File: src/sqc_pkg.sv
// ----------------------------------------------------------------------------
// Segment quad clipper package
// Shared types, constants and geometry helpers for the clipper blocks.
// ----------------------------------------------------------------------------
package sqc_pkg;

    localparam int COORD_W         = 20;
    localparam int DIFF_W          = COORD_W + 1;
    localparam int CROSS_W         = 2 * DIFF_W + 1;
    localparam int NUM_W           = 64;
    localparam int COORD_FRAC_DEF  = 4;
    localparam int QUEUE_DEPTH_DEF = 4;
    localparam int COORD_MAX       = 524287;
    localparam int COORD_MIN       = -524288;
    localparam int CFG_ADDR_W      = 3;

    localparam logic [1:0] MODE_NONE    = 2'd0;
    localparam logic [1:0] MODE_START   = 2'd1;
    localparam logic [1:0] MODE_END     = 2'd2;
    localparam logic [1:0] MODE_END_ALT = 2'd3;

    typedef logic signed [COORD_W-1:0] coord_t;
    typedef logic signed [DIFF_W-1:0]  diff_t;
    typedef logic signed [CROSS_W-1:0] cross_t;

    typedef struct packed {
        coord_t x;
        coord_t y;
    } point_t;

    typedef struct packed {
        coord_t     start_x;
        coord_t     start_y;
        coord_t     end_x;
        coord_t     end_y;
        logic [1:0] inside_mode;
    } seg_in_t;

    typedef struct packed {
        coord_t first_x;
        coord_t first_y;
        coord_t second_x;
        coord_t second_y;
        logic   found;
    } seg_out_t;

    typedef enum logic [1:0] {
        ORI_COL,
        ORI_CW,
        ORI_CCW
    } orient_t;

    // What the back end has to produce for one item.
    typedef enum logic [1:0] {
        KIND_PASS,
        KIND_ONE,
        KIND_TWO
    } kind_t;

    typedef struct packed {
        point_t     seg_s;
        point_t     seg_e;
        kind_t      kind;
        logic       found;
        logic       keep_start;
        logic [1:0] edge0;
        logic [1:0] edge1;
    } job_t;

    typedef struct packed {
        logic full;
        logic empty;
    } q_status_t;

    function automatic diff_t cdiff(input coord_t a, input coord_t b);
        diff_t r;
        r = {a[COORD_W-1], a} - {b[COORD_W-1], b};
        return r;
    endfunction

    function automatic orient_t orient(input point_t p, input point_t q, input point_t r);
        diff_t  d0, d1, d2, d3;
        cross_t v;
        d0 = cdiff(q.y, p.y);
        d1 = cdiff(r.x, q.x);
        d2 = cdiff(q.x, p.x);
        d3 = cdiff(r.y, q.y);
        v  = d0 * d1 - d2 * d3;
        if (v == '0) return ORI_COL;
        return (v > 0) ? ORI_CW : ORI_CCW;
    endfunction

    function automatic logic on_seg(input point_t p, input point_t q, input point_t r);
        logic okx, oky;
        okx = ($signed(q.x) <= $signed(p.x) || $signed(q.x) <= $signed(r.x)) &&
              ($signed(q.x) >= $signed(p.x) || $signed(q.x) >= $signed(r.x));
        oky = ($signed(q.y) <= $signed(p.y) || $signed(q.y) <= $signed(r.y)) &&
              ($signed(q.y) >= $signed(p.y) || $signed(q.y) >= $signed(r.y));
        return okx && oky;
    endfunction

    function automatic logic touches(input point_t a0, input point_t a1,
                                     input point_t b0, input point_t b1);
        orient_t o1, o2, o3, o4;
        o1 = orient(a0, a1, b0);
        o2 = orient(a0, a1, b1);
        o3 = orient(b0, b1, a0);
        o4 = orient(b0, b1, a1);
        if (o1 != o2 && o3 != o4) return 1'b1;
        if (o1 == ORI_COL && on_seg(a0, b0, a1)) return 1'b1;
        if (o2 == ORI_COL && on_seg(a0, b1, a1)) return 1'b1;
        if (o3 == ORI_COL && on_seg(b0, a0, b1)) return 1'b1;
        if (o4 == ORI_COL && on_seg(b0, a1, b1)) return 1'b1;
        return 1'b0;
    endfunction

    function automatic cross_t det_of(input point_t s, input point_t e,
                                      input point_t q0, input point_t q1);
        diff_t ea, eb, fa, fb;
        ea = cdiff(e.y, s.y);
        eb = cdiff(s.x, e.x);
        fa = cdiff(q1.y, q0.y);
        fb = cdiff(q0.x, q1.x);
        return ea * fb - fa * eb;
    endfunction

endpackage

File: src/sqc_fifo.sv
// ----------------------------------------------------------------------------
// Segment quad clipper job queue
// Small register queue that decouples the classifier from the solver.
// ----------------------------------------------------------------------------
module sqc_fifo
    import sqc_pkg::*;
#(
    parameter int DEPTH = QUEUE_DEPTH_DEF
) (
    input  logic      aclk,
    input  logic      aresetn,
    input  logic      push,
    input  job_t      wr_data,
    input  logic      pop,
    output job_t      rd_data,
    output q_status_t status
);

    localparam int AW = (DEPTH > 1) ? $clog2(DEPTH) : 1;
    localparam int CW = $clog2(DEPTH + 1);

    job_t            mem [DEPTH];
    logic [AW-1:0]   wr_ptr_reg, rd_ptr_reg;
    logic [CW-1:0]   count_reg, count_next;

    function automatic logic [AW-1:0] wrap_inc(input logic [AW-1:0] p);
        return (p == AW'(DEPTH - 1)) ? '0 : p + 1'b1;
    endfunction

    always_ff @(posedge aclk) begin
        if (push) begin
            mem[wr_ptr_reg] <= wr_data;
        end
    end

    assign rd_data = mem[rd_ptr_reg];

    always_comb begin
        case ({push, pop})
            2'b10:   count_next = count_reg + 1'b1;
            2'b01:   count_next = count_reg - 1'b1;
            default: count_next = count_reg;
        endcase
    end

    always_ff @(posedge aclk) begin
        if (!aresetn) begin
            wr_ptr_reg <= '0;
            rd_ptr_reg <= '0;
            count_reg  <= '0;
        end else begin
            if (push) wr_ptr_reg <= wrap_inc(wr_ptr_reg);
            if (pop)  rd_ptr_reg <= wrap_inc(rd_ptr_reg);
            count_reg <= count_next;
        end
    end

    assign status.full  = (count_reg == CW'(DEPTH));
    assign status.empty = (count_reg == '0);

endmodule

File: config.mk
export PLATFORM = sky130hd
export DESIGN_NAME = sqc_fifo
export DESIGN_NICKNAME = d
export VERILOG_FILES = /design/src/sqc_pkg.sv /design/src/sqc_fifo.sv
export SDC_FILE = /design/constraint.sdc
export NUM_CORES = 1
export LEC_CHECK = 0
export ABC_AREA = 1
export BUFFER_PORTS_ARGS = -buffer_cell sky130_fd_sc_hd__clkbuf_2
export CORE_AREA = 2 2 160 162
export CTS_CLUSTER_SIZE = 20
export DETAILED_ROUTE_END_ITERATION = 10
export DIE_AREA = 0 0 162 164
export GPL_TIMING_DRIVEN = 0
export HOLD_SLACK_MARGIN = 0.03
export PLACE_DENSITY_LB_ADDON = 0.05
export REMOVE_ABC_BUFFERS = 1
export SYNTH_ARGS = -nofsm -noshare
export SYNTH_HDL_FRONTEND = slang
export SYNTH_SLANG_ARGS = --single-unit
File: constraint.sdc
create_clock -name aclk -period 3.95 [get_ports aclk]
set_clock_uncertainty 0.1 [all_clocks]
set_input_delay 0.395 -clock aclk [delete_from_list [all_inputs] [get_ports aclk]]
set_output_delay 0.395 -clock aclk [all_outputs]
set_load 0.05 [all_outputs]
==> flow_summary.json <==
{
  "pre_cts_slack_ps": 1010,
  "wire_per_inst_um": 18.2,
  "antenna_cells": 0,
  "final_common_cell": "edfxtp_1",
  "timing.hold.ws_ps": 55.8,
  "crit_path_top_delay_cell": "dfxtp_4",
  "p_switching_uw": 2380,
  "drtIter0Drc": 575,
  "min_path_cells": 3,
  "slew_headroom_pct": 48.4,
  "finalHoldViolCount": 0,
  "syn_area_sq_mm": 0.0135,
  "crit_type": "register to output port",
  "htreeDepth": 2,
  "die_w_um": 162,
  "final_area_sq_mm": 0.0168,
  "clk_path_buf_depth": 3,
  "seqPwrFrac_pct": 48.7,
  "crit_fanout": 90,
  "ys_top_cells_by_area": "edfxtp_1 78%, nor2_1 5.0%, o21ai_0 4.6%",
  "rsz0062_at_grt": "no",
  "endpoint_kind": "output port",
  "grt_pass1_vias": 8358,
  "fill_cells": 1804,
  "grt-ovfl-total": 0,
  "synth-seq-area-share_pct": 79.8,
  "drc_errors": 0,
  "antenna_found_initial": 0,
  "die_area_sq_mm": 0.0266,
  "cts_buffers": 38,
  "required_ps": 3450,
  "grtUsageTotal_pct": 20.9,
  "synth_top_area_share_pct": 78.4,
  "startpoint_type": "register",
  "syn_area_per_cell_sq_um": 14.8,
  "setup_viol": 0,
  "sw_frac_of_total_pct": 26.1,
  "placed_area_sq_mm": 0.0147,
  "dr.pass1.iters": 4,
  "p_leak_uw": 0.00601,
  "grt_pass1_wl_mm": 43.1,
  "cts.clk_slew.worst_paths_ps": 60,
  "cp_slowest_stage_delay_ps": 540,
  "core_sq_mm": 0.0248,
  "initial_core_util_pct": 54.3,
  "fin_ws_ps": 482,
  "max_slew.worst_pin.slew_ps": 774,
  "drive_gt1_share_pct": 20.7,
  "peakVddDrop_mv": 0.406,
  "multi_input_area_sq_mm": 0.00231,
  "synth_flop_cell": "edfxtp_1",
  "r2r_cells": 4,
  "hpwl_mm": 14.5,
  "ios": 182,
  "min_path_type": "input port to register",
  "cts_tree": "built",
  "total_power_uw": 9100,
  "layout_min_cycle_time_ps": 3470,
  "synth_cells": 910,
  "via_per_inst": 5.42,
  "cts_root_buf": "clkbuf_16",
  "gp_congestion": 0.695,
  "yosysTopAreaCell": "edfxtp_1",
  "drtAntennaViolNets": 0,
  "synth_cell_types": 21,
  "regArea_sq_mm": 0.0108,
  "clock-sinks": 361,
  "slew_violations": 0,
  "status": "completed",
  "mostFrequentLayoutCells": "352 x edfxtp_1, 181 x nor2_1, 181 x clkbuf_2",
  "portBuffers": 181,
  "synthArstFlopShare_pct": 0,
  "rows": 58,
  "syn2layout_area_growth_pct": 24.6,
  "period_share_pct": 87.8,
  "wirelength_mm": 27.8,
  "cts_resized": 0,
  "max_freq_ghz": 0.288,
  "synth.ff_latch_count": 361,
  "p_int_uw": 6720,
  "ys.warnings.count": 0,
  "die_y_um": 164,
  "grt_max_degree": 91,
  "arrival_ps": 2970,
  "combPwrFrac_pct": 14.2,
  "synth-edff-count": 352,
  "power.density_mw_per_mm2": 542,
  "largest_reg_flops": 352,
  "clock_latency_ps": 510,
  "path_cells": "buf_12 -> inv_6 -> buf_16 -> nor2_1 -> o22ai_1 -> clkbuf_2",
  "nNetsFinal": 1271,
  "pwr-share-clk_pct": 37.2,
  "vias": 8292,
  "maxCapViolCount": 0
}
## worst max-delay path: cells and delay by family (launching register included)
| kind | cells | cell delay [ps] |
|---|---|---|
| buffers and inverters | 4 | 1480 |
| AND/OR/NAND/NOR | 1 | 80 |
| AO/OA/AOI/OAI | 1 | 240 |
| flip-flops | 1 | 540 |
## power groups by stage
stage | logic [uW] | clock network, uW | registers [uW]
2_1_floorplan | 812 | 0 | 4530
3_3_place_gp | 1150 | 0 | 4580
3_5_place_dp | 1220 | 0 | 4510
4_1_cts | 1300 | 3450 | 4430
5_1_grt | 1380 | 3610 | 4440
6_report | 1290 | 3380 | 4430
## Yosys cell counts (6+ instances only)
cell type	instances
o21ai_0	125
nor2_1	181
buf_4	6
buf_2	12
inv_1	16
dfxtp_1	9
edfxtp_1	352
nand2_1	8
ha_1	6
buf_6	12
o22ai_1	88
o21ai_1	55
clkbuf_1	22
## final cells by class
class / count / share of cell area, %
Clock buffer: 49 / 6.29
Multi-Input combinational cell: 475 / 13.8
Clock inverter: 20 / 0.857
Sequential cell: 361 / 64.1
Timing Repair Buffer: 278 / 12.1
Inverter: 18 / 0.507
Tap cell: 330 / 2.46
## per-layer routing
layer / global-route usage (%) / share of wire (%)
met1: 25.9 / 42
met2: 37.2 / 50
met3: 4.87 / 6.0
met4: 5.59 / 2.0
met5: 0 / 0
## cell families (layout without fill, tap and decap cells)
| logic type | after synthesis | in the layout | share of synthesized area, % |
|---|---|---|---|
| AO/OA/AOI/OAI | 273 | 273 | 11.0 |
| adder cells (fa/ha/maj) | 7 | 7 | 0.706 |
| buffers and inverters | 74 | 365 | 3.06 |
| flip-flops | 361 | 361 | 79.8 |
| AND/OR/NAND/NOR | 195 | 195 | 5.50 |
## through the flow
step / util, % / instances / setup TNS, ps
2_1_floorplan: - / 854 / -126760
3_3_place_gp: 58.2 / 1365 / -572620
3_5_place_dp: 59.3 / 1374 / 0
4_1_cts: 67.7 / 1531 / 0
5_1_grt: 67.7 / 1531 / 0
6_report: 67.7 / 1531 / 0
## path summary, 6_finish.rpt
check | to | start | slack [ps]
worst max-delay path | rd_data[63] | register | 480
worst min-delay path | count_reg[2] | aresetn | 60
worst max register to register | mem[3][50] | wr_ptr_reg[0] | 1910
worst min register to register | wr_ptr_reg[1] | wr_ptr_reg[1] | 420
## repair_timing
action                                 4_1_cts  5_1_grt
setup endpoints to repair                    0        0
endpoints found under the hold margin      352        0
hold buffers                                88        0
buffers inserted                             0        0
Note: power is estimated with default switching activity, not from simulation.
